[config.mk]
export PLATFORM = sky130hd
export DESIGN_NAME = obd_response_line_decoder_unit_flat
export DESIGN_NICKNAME = d
export VERILOG_FILES = /design/src/hw/rtl/obdrld_pkg.sv /design/src/hw/rtl/obdrld_if.sv /design/src/hw/rtl/obdrld_scale.sv /design/src/hw/rtl/obd_response_line_decoder_unit.sv /design/src/flat_wrapper.sv
export VERILOG_INCLUDE_DIRS = /design/src /design/src/hw/rtl
export SDC_FILE = /design/constraint.sdc
export NUM_CORES = 1
export LEC_CHECK = 0
export ABC_AREA = 1
export BUFFER_PORTS_ARGS = -buffer_cell sky130_fd_sc_hd__clkbuf_2
export CORE_AREA = 2 2 147 149
export DETAILED_ROUTE_END_ITERATION = 12
export DIE_AREA = 0 0 149 151
export PLACE_DENSITY_LB_ADDON = 0.25
export SYNTH_ARGS = -nofsm -noshare
export SYNTH_HDL_FRONTEND = slang
export SYNTH_SLANG_ARGS = --single-unit
[constraint.sdc]
create_clock -name clk -period 8.7 [get_ports clk]
set_input_delay 0.87 -clock clk [delete_from_list [all_inputs] [get_ports clk]]
set_output_delay 0.87 -clock clk [all_outputs]
set_load 0.01 [all_outputs]
[src/hw/rtl/obd_response_line_decoder_unit_defines.svh]
// ----------------------------------------------------------------------------
// Assertion macros for the response line decoder
// Concurrent checks clocked on clk and disabled while arst_n is low.
// ----------------------------------------------------------------------------
`ifndef OBD_RESPONSE_LINE_DECODER_UNIT_DEFINES_SVH
`define OBD_RESPONSE_LINE_DECODER_UNIT_DEFINES_SVH

`ifndef NO_ASSERTIONS
// same-cycle implication
`define OBD_ASSERT_IMP(lbl, ante, cons, msg) \
	lbl: assert property (@(posedge clk) disable iff (!arst_n) (ante) |-> (cons)) \
		else $error(msg);
// next-cycle implication
`define OBD_ASSERT_NEXT(lbl, ante, cons, msg) \
	lbl: assert property (@(posedge clk) disable iff (!arst_n) (ante) |=> (cons)) \
		else $error(msg);
`else
`define OBD_ASSERT_IMP(lbl, ante, cons, msg)
`define OBD_ASSERT_NEXT(lbl, ante, cons, msg)
`endif

`endif

[src/hw/rtl/obdrld_pkg.sv]
// ----------------------------------------------------------------------------
// obdrld_pkg
// Character codes, quantity codes and decode helpers for the line decoder.
// ----------------------------------------------------------------------------
package obdrld_pkg;

	localparam logic [7:0] CHAR_CR     = 8'h0D;
	localparam logic [7:0] CHAR_LF     = 8'h0A;
	localparam logic [7:0] CHAR_PROMPT = 8'h3E;
	localparam logic [7:0] CHAR_SPACE  = 8'h20;
	localparam logic [7:0] CHAR_TAB    = 8'h09;
	localparam logic [7:0] CHAR_VT     = 8'h0B;
	localparam logic [7:0] CHAR_FF     = 8'h0C;
	localparam logic [7:0] CHAR_4      = 8'h34;
	localparam logic [7:0] CHAR_1      = 8'h31;

	localparam int KEEP_CHARS = 8;
	localparam int NUM_PIDS   = 14;
	localparam logic [3:0] LEN_MAX  = 4'd15;
	localparam logic [3:0] LEN_MIN  = 4'd6;
	localparam logic [3:0] LEN_FULL = 4'd8;

	typedef enum logic [3:0] {
		QTY_RPM      = 4'd0,
		QTY_SPEED    = 4'd1,
		QTY_COOLANT  = 4'd2,
		QTY_INTAKE   = 4'd3,
		QTY_THROTTLE = 4'd4,
		QTY_LOAD     = 4'd5,
		QTY_MAP      = 4'd6,
		QTY_FUEL     = 4'd7,
		QTY_TIMING   = 4'd8,
		QTY_GEAR     = 4'd9,
		QTY_VOLT     = 4'd10,
		QTY_DEMAND   = 4'd11,
		QTY_TORQUE   = 4'd12,
		QTY_RATE     = 4'd13
	} quantity_t;

	typedef struct packed {
		logic      hit;
		quantity_t qty;
	} pid_match_t;

	// PID code pairs, index equals the quantity code
	localparam logic [15:0] PID_CODES [NUM_PIDS] = '{
		16'h3043, 16'h3044, 16'h3035, 16'h3046, 16'h3131, 16'h3034, 16'h3042,
		16'h3246, 16'h3045, 16'h4134, 16'h3432, 16'h3631, 16'h3632, 16'h3545
	};

	function automatic logic is_blank(input logic [7:0] c);
		return (c == CHAR_SPACE) || (c == CHAR_TAB) || (c == CHAR_VT) || (c == CHAR_FF);
	endfunction

	function automatic logic is_term(input logic [7:0] c);
		return (c == CHAR_CR) || (c == CHAR_LF) || (c == CHAR_PROMPT);
	endfunction

	// non-hex digits count as zero
	function automatic logic [3:0] hex_digit(input logic [7:0] c);
		logic [3:0] d;
		d = 4'd0;
		if (c >= 8'h30 && c <= 8'h39)
			d = c[3:0];
		else if ((c >= 8'h41 && c <= 8'h46) || (c >= 8'h61 && c <= 8'h66))
			d = c[3:0] + 4'd9;
		return d;
	endfunction

	function automatic logic [7:0] hex_byte(input logic [7:0] hi, input logic [7:0] lo);
		return {hex_digit(hi), hex_digit(lo)};
	endfunction

	function automatic pid_match_t pid_lookup(input logic [7:0] c0, input logic [7:0] c1);
		pid_match_t m;
		m.hit = 1'b0;
		m.qty = QTY_RPM;
		for (int k = 0; k < NUM_PIDS; k++) begin
			if ({c0, c1} == PID_CODES[k]) begin
				m.hit = 1'b1;
				m.qty = quantity_t'(k[3:0]);
			end
		end
		return m;
	endfunction

endpackage

[src/hw/rtl/obdrld_if.sv]
// ----------------------------------------------------------------------------
// obdrld channel interfaces
// Character channel and result channel, valid/ready with payload.
// ----------------------------------------------------------------------------
interface obdrld_char_if;
	logic       valid;
	logic       ready;
	logic [7:0] char_in;

	modport source (output valid, output char_in, input ready);
	modport sink   (input valid, input char_in, output ready);
endinterface

interface obdrld_res_if;
	logic               valid;
	logic               ready;
	logic [3:0]         quantity;
	logic signed [15:0] value;

	modport source (output valid, output quantity, output value, input ready);
	modport sink   (input valid, input quantity, input value, output ready);
endinterface

[src/hw/rtl/obdrld_scale.sv]
// ----------------------------------------------------------------------------
// obdrld_scale
// Turns the quantity code and data bytes A, B into the scaled reading.
// ----------------------------------------------------------------------------
module obdrld_scale (
	input  obdrld_pkg::quantity_t qty,
	input  logic [7:0]            a,
	input  logic [7:0]            b,
	output logic signed [15:0]    value
);
	import obdrld_pkg::*;

	localparam logic [17:0] RECIP_100 = 18'd167773; // ceil(2^24 / 100)

	logic [15:0]        ab;
	logic [14:0]        a_x100;
	logic [14:0]        pct_sum;
	logic [6:0]         pct;
	logic [33:0]        volt_prod;
	logic [9:0]         volt;
	logic signed [16:0] a_s;
	logic signed [16:0] res;

	assign ab        = {a, b};
	assign a_x100    = ({7'd0, a} << 6) + ({7'd0, a} << 5) + ({7'd0, a} << 2);
	// x / 255 exact for x = a * 100, which is at most 25500
	assign pct_sum   = a_x100 + {8'd0, a_x100[14:8]} + 15'd1;
	assign pct       = pct_sum[14:8];
	assign volt_prod = {18'd0, ab} * {16'd0, RECIP_100};
	assign volt      = volt_prod[33:24];
	assign a_s       = $signed({9'd0, a});

	always_comb begin
		unique case (qty)
			QTY_RPM:      res = $signed({3'd0, ab[15:2]});
			QTY_SPEED,
			QTY_MAP:      res = a_s;
			QTY_COOLANT,
			QTY_INTAKE:   res = a_s - 17'sd40;
			QTY_THROTTLE,
			QTY_LOAD,
			QTY_FUEL:     res = $signed({10'd0, pct});
			QTY_TIMING:   res = $signed({10'd0, a[7:1]}) - 17'sd64;
			QTY_GEAR:     res = $signed({13'd0, a[3:0]});
			QTY_VOLT:     res = $signed({7'd0, volt});
			QTY_DEMAND,
			QTY_TORQUE:   res = a_s - 17'sd125;
			QTY_RATE:     res = $signed({2'd0, ab[15:1]});
			default:      res = 17'sd0;
		endcase
	end

	assign value = res[15:0];

endmodule

[src/hw/rtl/obd_response_line_decoder_unit.sv]
// ----------------------------------------------------------------------------
// obd_response_line_decoder_unit
// Decodes OBD-II mode 01 response lines, one ASCII character per word.
// ----------------------------------------------------------------------------
//
//  channel   dir  payload                      meaning
//  char_ch   in   char_in[7:0]                 one received character
//  res_ch    out  quantity[3:0], value[15:0]   one scaled reading per decoded line
//
//  One character is taken every cycle unless both stages are full. A
//  terminator (CR, LF, '>') that closes a decodable line yields a result
//  on res_ch via line decode into _s1, then scaling multiply into _s2.
//  Reset clears the line state and both stage valids; stored characters
//  are not reset since only entries written in the current line are read.
//  A stalled result holds in _s2 while _s1 still takes one more word; the
//  character side stalls only when both stages are full.
//
module obd_response_line_decoder_unit (
	input  logic             clk,
	input  logic             arst_n,
	obdrld_char_if.sink      char_ch,
	obdrld_res_if.source     res_ch
);
	import obdrld_pkg::*;

	`include "obd_response_line_decoder_unit_defines.svh"

	// line state
	logic       seen_q;
	logic [7:0] chars_q [KEEP_CHARS];
	logic [3:0] char_count_q;
	logic [3:0] content_len_q;

	// pipeline
	logic       valid_s1;
	quantity_t  qty_s1;
	logic [7:0] a_s1;
	logic [7:0] b_s1;

	logic               valid_s2;
	quantity_t          qty_s2;
	logic signed [15:0] value_s2;

	logic               in_acc;
	logic               in_term;
	logic               in_blank;
	logic               take_char;
	logic [3:0]         count_next;
	logic               s2_load;
	logic               s1_free;
	pid_match_t         pid;
	logic               dec_ok;
	logic signed [15:0] scaled;

	assign in_term  = is_term(char_ch.char_in);
	assign in_blank = is_blank(char_ch.char_in);
	assign in_acc   = char_ch.valid && char_ch.ready;

	// drop leading blanks; everything else but a terminator is a line character
	assign take_char  = in_acc && !in_term && (seen_q || !in_blank);
	assign count_next = (char_count_q < LEN_MAX) ? char_count_q + 4'd1 : char_count_q;

	// stage handshake: advance s1 into s2 when s2 is empty or being taken
	assign s2_load = !valid_s2 || res_ch.ready;
	assign s1_free = !valid_s1 || s2_load;
	assign char_ch.ready = s1_free;

	always_ff @(posedge clk or negedge arst_n) begin
		if (!arst_n) begin
			seen_q        <= 1'b0;
			char_count_q  <= 4'd0;
			content_len_q <= 4'd0;
		end else if (in_acc && in_term) begin
			seen_q        <= 1'b0;
			char_count_q  <= 4'd0;
			content_len_q <= 4'd0;
		end else if (take_char) begin
			seen_q       <= 1'b1;
			char_count_q <= count_next;
			if (!in_blank)
				content_len_q <= count_next;
		end
	end

	// keep only the first characters of the trimmed line
	always_ff @(posedge clk) begin
		if (take_char && !char_count_q[3])
			chars_q[char_count_q[2:0]] <= char_ch.char_in;
	end

	// line decode at the terminator
	assign pid    = pid_lookup(chars_q[2], chars_q[3]);
	assign dec_ok = seen_q && (content_len_q >= LEN_MIN) &&
		(chars_q[0] == CHAR_4) && (chars_q[1] == CHAR_1) && pid.hit;

	always_ff @(posedge clk or negedge arst_n) begin
		if (!arst_n) begin
			valid_s1 <= 1'b0;
		end else if (s1_free) begin
			valid_s1 <= in_acc && in_term && dec_ok;
		end
	end

	always_ff @(posedge clk) begin
		if (s1_free && in_acc && in_term) begin
			qty_s1 <= pid.qty;
			a_s1   <= hex_byte(chars_q[4], chars_q[5]);
			b_s1   <= (content_len_q >= LEN_FULL) ? hex_byte(chars_q[6], chars_q[7]) : 8'd0;
		end
	end

	// scaling
	obdrld_scale u_scale (
		.qty   (qty_s1),
		.a     (a_s1),
		.b     (b_s1),
		.value (scaled)
	);

	always_ff @(posedge clk or negedge arst_n) begin
		if (!arst_n) begin
			valid_s2 <= 1'b0;
		end else if (s2_load) begin
			valid_s2 <= valid_s1;
		end
	end

	always_ff @(posedge clk) begin
		if (s2_load && valid_s1) begin
			qty_s2   <= qty_s1;
			value_s2 <= scaled;
		end
	end

	assign res_ch.valid    = valid_s2;
	assign res_ch.quantity = qty_s2;
	assign res_ch.value    = value_s2;

	// checks
	`OBD_ASSERT_NEXT(a_term_clears, in_acc && in_term, !seen_q && char_count_q == 4'd0, "line state not cleared after terminator")
	`OBD_ASSERT_IMP(a_len_bound, 1'b1, content_len_q <= char_count_q, "content length exceeds character count")
	`OBD_ASSERT_IMP(a_idle_line, !seen_q, char_count_q == 4'd0 && content_len_q == 4'd0, "counts set without line content")
	`OBD_ASSERT_IMP(a_s1_from_term, valid_s1 && !$past(valid_s1), $past(in_acc && in_term), "stage 1 loaded without a terminator")

endmodule

[src/flat_wrapper.sv]
// flat-port wrapper written by rule: the top's interface ports become plain ports
module obd_response_line_decoder_unit_flat import obdrld_pkg::*;
  (clk, arst_n, char_ch_valid, char_ch_char_in, char_ch_ready, res_ch_valid, res_ch_quantity, res_ch_value, res_ch_ready);
  obdrld_char_if char_ch_i ();
  obdrld_res_if res_ch_i ();
  input  logic clk;
  input  logic arst_n;
  input wire logic [$bits(char_ch_i.valid)-1:0] char_ch_valid;
  input wire logic [$bits(char_ch_i.char_in)-1:0] char_ch_char_in;
  output wire logic [$bits(char_ch_i.ready)-1:0] char_ch_ready;
  output wire logic [$bits(res_ch_i.valid)-1:0] res_ch_valid;
  output wire logic [$bits(res_ch_i.quantity)-1:0] res_ch_quantity;
  output wire logic [$bits(res_ch_i.value)-1:0] res_ch_value;
  input wire logic [$bits(res_ch_i.ready)-1:0] res_ch_ready;
  assign char_ch_i.valid = char_ch_valid;
  assign char_ch_i.char_in = char_ch_char_in;
  assign char_ch_ready = char_ch_i.ready;
  assign res_ch_valid = res_ch_i.valid;
  assign res_ch_quantity = res_ch_i.quantity;
  assign res_ch_value = res_ch_i.value;
  assign res_ch_i.ready = res_ch_ready;
  obd_response_line_decoder_unit u_core (.clk(clk), .arst_n(arst_n), .char_ch(char_ch_i), .res_ch(res_ch_i));
endmodule
==> impl_metrics.tcl, run 1 <==
set metrics [dict create \
    dp.final_hpwl_um 23320 \
    final_max_slew_viol_count 0 \
    via_count 9780 \
    fin_nets 1802 \
    grt_max_degree 21 \
    post_cts_resized 0 \
    cap_violations 0 \
    busiest_layer "met2" \
    worst-slew-pin-transition_ps 962.6 \
    status "completed" \
    row_count 53 \
    area_growth_pct 9.705 \
    ioPinCount 34 \
    yosysUniqueCellTypes 41 \
    fin_worst_skew_ps 14.50 \
    n_antenna_cell 0 \
    grt.met2_usage 0.4673 \
    insertion_delay_ps 430 \
    grt.total_usage 0.2722 \
    n_fill_cell 1744 \
    tns_ps 0 \
    synth.net_count 1743 \
    die_y_um 151 \
    syn_inst 1449 \
    grt_pass1_wl_um 47210 \
    crit_fanout 14 \
    holdBufCountCts 0 \
    synth-edff-count 104 \
    core_mm2 0.02082 \
    met1_usage 0.3445 \
    async_reset_ff_frac 0.08772 \
    critPathCaptureType "register" \
    firstDrtPassIters 5 \
    internal_power_uw 1237 \
    clk_pin_slew_ps 60 \
    p_leak_uw 0.006853 \
    fin_crit_sh 0.6817 \
    swShare 0.3051 \
    wire_per_inst_um 16.26 \
    ys.warnings.count 0 \
    cts_tree "yes" \
    synth_area_leaders "edfxtp_1 (25%), ha_1 (18%), fa_1 (17%)" \
    post-place-ws_ps 2808 \
    start_util 0.5913 \
    grt_pass1_vias 9607 \
    met3_usage 0.04639 \
    yosysTopAreaCell "edfxtp_1" \
    yosysTopAreaCellShare 0.2537 \
    max_slew_margin 0.3559 \
    cts_buffer_depth 2 \
    hold_viol 0 \
    drt_iter0_markers 647 \
    io_buffers 33 \
    clock_sinks 114 \
    setup_viol 0 \
    drive_gt1_frac 0.06180 \
    fmax_mhz 168.6 \
    antenna_found_initial 0 \
    cts_max_level 4 \
    cts_root_buffer "clkbuf_16" \
    worstPathArrival_ps 6110 \
    dieArea_mm2 0.02250 \
    post_cts_buffers 0 \
    critical_path_class "reg -> reg" \
    hold_path_class "in -> async" \
    drt-total-wl_um 29200 \
    cts_buffers 17 \
    p_switching_uw 543.2 \
    p_comb_frac 0.178 \
    clock_power_share 0.421 \
    ys_seq_area_frac 0.2740 \
    ir_worst_vdd_uv 200.1 \
    setup_slack_ps 2769 \
    worstPathRequired_ps 8880 \
    fin_crit_ps 5931 \
    ys.flop_type "edfxtp_1" \
    p_per_area_mw_per_mm2 131.8 \
    overflow 0 \
    die_w_um 149 \
    postRouteAntennaNets 0 \
    vias_per_cell 5.445 \
    rsz0062_at_grt "false" \
    pwr-share-seq 0.401 \
    startpoint_type "register" \
    gp_congestion 0.9668 \
    syn_area_mm2 0.01231 \
    avgSynthCellArea_um2 8.497 \
    drcViolationCount 0 \
    ys_seq_elements 114 \
]
-- cell type report --
| type | instances | area (µm²) | area share |
|---|---|---|---|
| multi-input cells | 1013 | 7732 | 0.5725 |
| flip-flops and latches | 114 | 3373 | 0.2497 |
| inverters | 320 | 1201 | 0.08893 |
| clock buffers | 17 | 425.4 | 0.03150 |
| well taps | 275 | 344.1 | 0.02547 |
| repair buffers | 42 | 232.7 | 0.01723 |
| clock inverters | 15 | 197.7 | 0.01464 |
-- state kept, by name, indices dropped and copies added (netlist names) --
name,cells
u_core.content_len_q,3
u_core.qty_s1,4
u_core.res_ch.quantity,4
u_core.b_s1,8
u_core.chars_q,64
u_core.char_count_q,4
u_core.a_s1,8
u_core.res_ch.valid,1
u_core.seen_q,1
u_core.valid_s1,1
u_core.res_ch.value,16
-- metrics by stage --
step,cell area (µm²),total power (µW),util,cells,hold slack (ps)
floorplan,12310,944.1,-,1449,447.1
global placement,12880,1027,0.6187,1764,468.6
detailed placement,12880,1035,0.6187,1764,474.2
CTS,13510,1786,0.6487,1796,296.5
global route,13510,1864,0.6487,1796,323.3
finish,13510,1781,0.6487,1796,304.8
-- power by group through the flow --
stage	clock network [µW]	logic (µW)	registers [µW]
6_report	749	318	714
5_1_grt	780	363	721
4_1_cts	757	317	713
3_5_place_dp	0	311	724
3_3_place_gp	0	305	722
2_1_floorplan	0	234	710
-- worst max-delay path, stage by stage (launching register included) --
cell      delay [ps]
edfxtp_1         740
inv_1            260
ha_1             370
xnor2_1          290
ha_1             330
fa_1             540
fa_1             530
fa_1             550
inv_1             60
fa_1             530
inv_1             40
ha_1             320
a21oi_1          230
nand2_1          120
nand2_1           90
nand2_1           50
a21oi_1          240
nand3_1          130
nand2_1           80
nor2_1            40
nor2_1           100
nand2_1           50
-- layout by cell type (no fill, tap or decap), types with 5 or more instances in the layout --
master | Yosys | routed
a21oi_1 | 67 | 66
buf_4 | 0 | 9
clkbuf_16 | 0 | 17
clkbuf_2 | 0 | 33
clkinv_4 | 0 | 7
dfrtp_1 | 10 | 10
edfxtp_1 | 104 | 104
fa_1 | 102 | 102
ha_1 | 180 | 180
inv_1 | 318 | 318
nand2_1 | 299 | 299
nand3_1 | 89 | 89
nand3b_1 | 8 | 8
nand4_1 | 16 | 16
nor2_1 | 107 | 107
nor3_1 | 25 | 25
nor4_1 | 9 | 9
o211ai_1 | 6 | 6
o21ai_0 | 38 | 38
o21bai_1 | 8 | 8
o221ai_1 | 5 | 5
xor2_1 | 6 | 6
-- layer usage --
| metal | vias to the layer above | routed length, µm |
|---|---|---|
| met5 | - | 0 |
| met4 | 0 | 1067 |
| met3 | 77 | 1808 |
| met2 | 356 | 13940 |
| met1 | 4535 | 12390 |
| li1 | 4812 | - |
-- cell usage after synthesis, types with 3 or more instances --
| cell | number |
|---|---|
| nor2_4 | 4 |
| nor2_1 | 107 |
| dfrtp_1 | 10 |
| nand2_1 | 299 |
| xnor2_1 | 4 |
| nor4_1 | 9 |
| edfxtp_1 | 104 |
| o21ai_0 | 38 |
| a211oi_1 | 4 |
| inv_1 | 318 |
| nand3_1 | 89 |
| ha_1 | 180 |
| a221oi_1 | 3 |
| o21ai_1 | 3 |
| a21oi_1 | 67 |
| fa_1 | 102 |
| nor3b_1 | 4 |
| o21bai_1 | 8 |
| nand4_1 | 16 |
| nand3b_1 | 8 |
| o22ai_1 | 3 |
| nand2_2 | 3 |
| xor2_1 | 6 |
| o2111ai_1 | 3 |
| nor3_1 | 25 |
| o211ai_1 | 6 |
| o221ai_1 | 5 |
-- path summary, 6_finish.rpt --
check / cells after the start / endpoint / start / slack, ps
hold / removal: 1 / u_core.valid_s1 / arst_n / 300
max in group asynchronous: 1 / u_core.char_count_q[2] / arst_n / 8180
min in group clk: 2 / u_core.content_len_q[2] / u_core.content_len_q[2] / 480
hold reg to reg: 2 / u_core.content_len_q[2] / u_core.content_len_q[2] / 480
setup reg to reg: 21 / u_core.res_ch.value[5] / u_core.a_s1[6] / 2770
setup / recovery: 21 / u_core.res_ch.value[5] / u_core.a_s1[6] / 2770
-- cells by family after synthesis --
| logic type | after synthesis | synth area share |
|---|---|---|
| simple gates | 576 | 0.2036 |
| buf+inv | 322 | 0.09827 |
| fa+ha+maj | 282 | 0.3488 |
| compound gates | 145 | 0.06829 |
| flops | 114 | 0.2740 |
| xor+xnor | 10 | 0.007113 |
Power figures use the tool's default switching activity.
==> inputs of run 2 (changes only) <==
ABC_AREA = 0   (was 1)
CORE_AREA = 2 2 145 147   (was 2 2 147 149)
DIE_AREA = 0 0 147 149   (was 0 0 149 151)
clock period = 4.9 ns   (was 8.7 ns; I/O delays follow)
==> run 2 against run 1 <==
The run now ends with setup timing left. Total power is 60% higher. Critical endpoint unchanged. Routed wire length is 3.3% lower. Core utilization is 3.0 points higher. Combinational power is 39% higher. Clock power is 58% higher. Flip-flop and latch count stayed put. Global-route usage is 0.68 points lower. First-iteration DRC count is 0.31% higher. Design area is 3.3% higher. Sequential share of layout area is 0.81 points lower.
==> impl_metrics.tcl, run 2 <==
set metrics [dict create \
    status "complete, but fails checks" \
    violations "setup timing" \
    syn_area_mm2 0.01155 \
    largest_register_ffs 64 \
    final_cell_mix "inv_1 (187), ha_1 (173), buf_4 (142), edfxtp_1 (104), fa_1 (96)" \
    startpoint_type "register" \
    ys_seq_elements 114 \
    synth-xor-area-share 0.01517 \
    clock_power_share 0.414 \
    ys.flop_type "edfxtp_1" \
    worstPathArrival_ps 6030 \
    syn_inst 1090 \
    r2r_slack_ps -950 \
    fin_crit_sh 1.194 \
    drt_iter0_markers 649 \
    yosysTopAreaCellShare 0.2705 \
    cts_max_level 4 \
    top_layer "met4" \
    clock_sinks 114 \
    power.total_uw 2841 \
    hold_end "u_core.res_ch.valid" \
    dpl_cell_area_mm2 0.01301 \
    wl_met2_um 14010 \
    avgSynthCellArea_um2 10.59 \
    cap_violations 0 \
    finalNonFillerCells 1566 \
    critical_path_class "reg -> reg" \
    gp_congestion 0.9251 \
    internal_power_uw 2041 \
    die_y_um 149 \
    yosysUniqueCellTypes 78 \
    firstDrtPassIters 7 \
    p_switching_uw 800.6 \
    cts_tree "yes" \
    drt-total-wl_um 28240 \
    pwr-share-seq 0.430 \
    drcViolationCount 0 \
    synth-edff-count 104 \
    via_count 8848 \
    muxShareOfSynthArea 0.008777 \
    p_per_area_mw_per_mm2 203.5 \
    p_comb_frac 0.155 \
    overflow 0 \
    setup_viol 10 \
    synth_simple_gate_area_share 0.1178 \
    async_reset_ff_frac 0.08772 \
    swShare 0.2818 \
    tns_ps -7666 \
    fin_worst_skew_ps 11.44 \
    drt-met1-wl_um 11760 \
    grt_max_degree 24 \
    die_w_um 147 \
    stdcell_area_mm2 0.01396 \
    antenna_found_initial 0 \
    cts_buffers 17 \
    cts_root_buffer "clkbuf_16" \
    reg2reg_depth 17 \
    critPathCaptureType "register" \
    io_buffers 33 \
    hold_viol 0 \
    synth_top_family_by_area "adder cells" \
    min_path_cells 3 \
    postRouteAntennaNets 0 \
    final_common_cell "inv_1" \
    hold_path_class "in -> reg" \
    reg2reg_to "u_core.res_ch.value[5]" \
    yosysMostFrequentCell "inv_1" \
    synth_common_cells "inv_1 (193), ha_1 (180), edfxtp_1 (104), fa_1 (102), nor2_1 (54)" \
    crit_fanout 7 \
    grt_pass1_vias 9050 \
    final_max_slew_viol_count 0 \
    seqCellArea_mm2 0.003373 \
    p_leak_uw 0.006531 \
    ir_worst_vdd_uv 421.6 \
    synth_area_leaders "edfxtp_1 (27%), ha_1 (20%), fa_1 (18%)" \
    ys.warnings.count 0 \
    wire_per_inst_um 18.04 \
    dieArea_mm2 0.02190 \
    grt_pass1_wl_um 45020 \
    fin_crit_ps 5850 \
    n_fill_cell 1507 \
    row_count 53 \
    start_util 0.5617 \
    synth.net_count 1384 \
    grt.total_usage 0.2654 \
    clk_pin_slew_ps 60 \
    n_antenna_cell 0 \
    dp.final_hpwl_um 22560 \
    yosysTopAreaCell "edfxtp_1" \
    insertion_delay_ps 420 \
    cts_buffer_depth 2 \
    hold_start "res_ch_ready" \
    synthAdderAreaFrac 0.3719 \
    fmax_mhz 170.9 \
    setup_slack_ps -950.4 \
    multi_input_area_mm2 0.007647 \
    max_slew_margin 0.2045 \
    post-place-ws_ps -1046 \
    fin_nets 1572 \
    area_growth_pct 20.88 \
    rsz0062_at_grt "true" \
    worstReg2RegStart "u_core.a_s1[5]" \
    worstPathRequired_ps 5080 \
    worst-slew-pin-transition_ps 1184 \
    wl_met3_um 1687 \
    core_mm2 0.02056 \
    drive_gt1_frac 0.2146 \
    ioPinCount 34 \
    synth_compound_area_frac 0.1258 \
    ys_seq_area_frac 0.2921 \
    vias_per_cell 5.650 \
    placedCellCount 1513 \
]
[run 2: worst max-delay path: stages (launching register included)]
cell and delay (ps):
edfxtp_1 530, ha_1 370, inv_1 70, fa_1 540
inv_1 60, fa_1 460, fa_1 520, fa_1 530
fa_1 500, ha_1 360, nand4_1 150, buf_4 170
o41ai_2 410, a2111o_1 320, buf_6 150, and3_2 170
nor3_2 40, a211o_1 250
[run 2: per-stage QoR]
step	utilization	hold slack, ps
final	0.6790	361.2
after global placement	0.6330	400.5
after global routing	0.6790	397.1
after detailed placement	0.6330	397.3
after floorplan	-	194.4
after CTS	0.6693	343.6
[run 2: cells by family after synthesis]
logic type,after synthesis
and+or+nand+nor,250
AOI/OAI and AO/OA,208
muxes,10
xor gates and xnor gates,20
DFF,114
adders and majority gates,282
buffers and inverters,206
[run 2: layer usage]
layer,GRT usage,up-vias
li1,-,4244
met1,0.3341,4260
met2,0.4575,292
met3,0.05474,52
met4,0.09519,0
met5,0,-
[run 2: repair_timing]
item | in CTS | in global routing
cloned | 0 | 0
hold buffers | 1 | 0
buffers inserted | 7 | 13
endpoints found under the hold margin | 10 | 0
pin swaps | 28 | 27
endpoints found under the setup margin | 10 | 10
gates resized for setup | 29 | 22
[run 2: worst max path at each step]
stage	start	end	slack, ps	depth (start not counted)
global route	u_core.b_s1[1]	u_core.res_ch.value[6]	-1130	21
global placement	u_core.b_s1[1]	u_core.res_ch.value[6]	-910	20
CTS	u_core.b_s1[3]	u_core.res_ch.value[6]	-1000	20
floorplan	u_core.b_s1[2]	u_core.res_ch.value[6]	-890	20
detailed placement	u_core.b_s1[1]	u_core.res_ch.value[6]	-1050	20
finish	u_core.a_s1[5]	u_core.res_ch.value[5]	-950	17
[run 2: cell type report]
cell class,count,share of cell area
tap,275,0.02465
timing repair buffer,182,0.09376
multi-input combinational,770,0.5479
sequential,114,0.2417
clock buffer,18,0.03075
clock inverter,14,0.009412
inverter,193,0.05190
[run 2: power by group through the flow]
stage / clock network (µW) / registers (µW) / logic (µW)
floorplan: 0 / 1210 / 301
global placement: 0 / 1240 / 396
detailed placement: 0 / 1240 / 407
CTS: 1200 / 1220 / 430
global route: 1230 / 1230 / 496
finish: 1180 / 1220 / 442
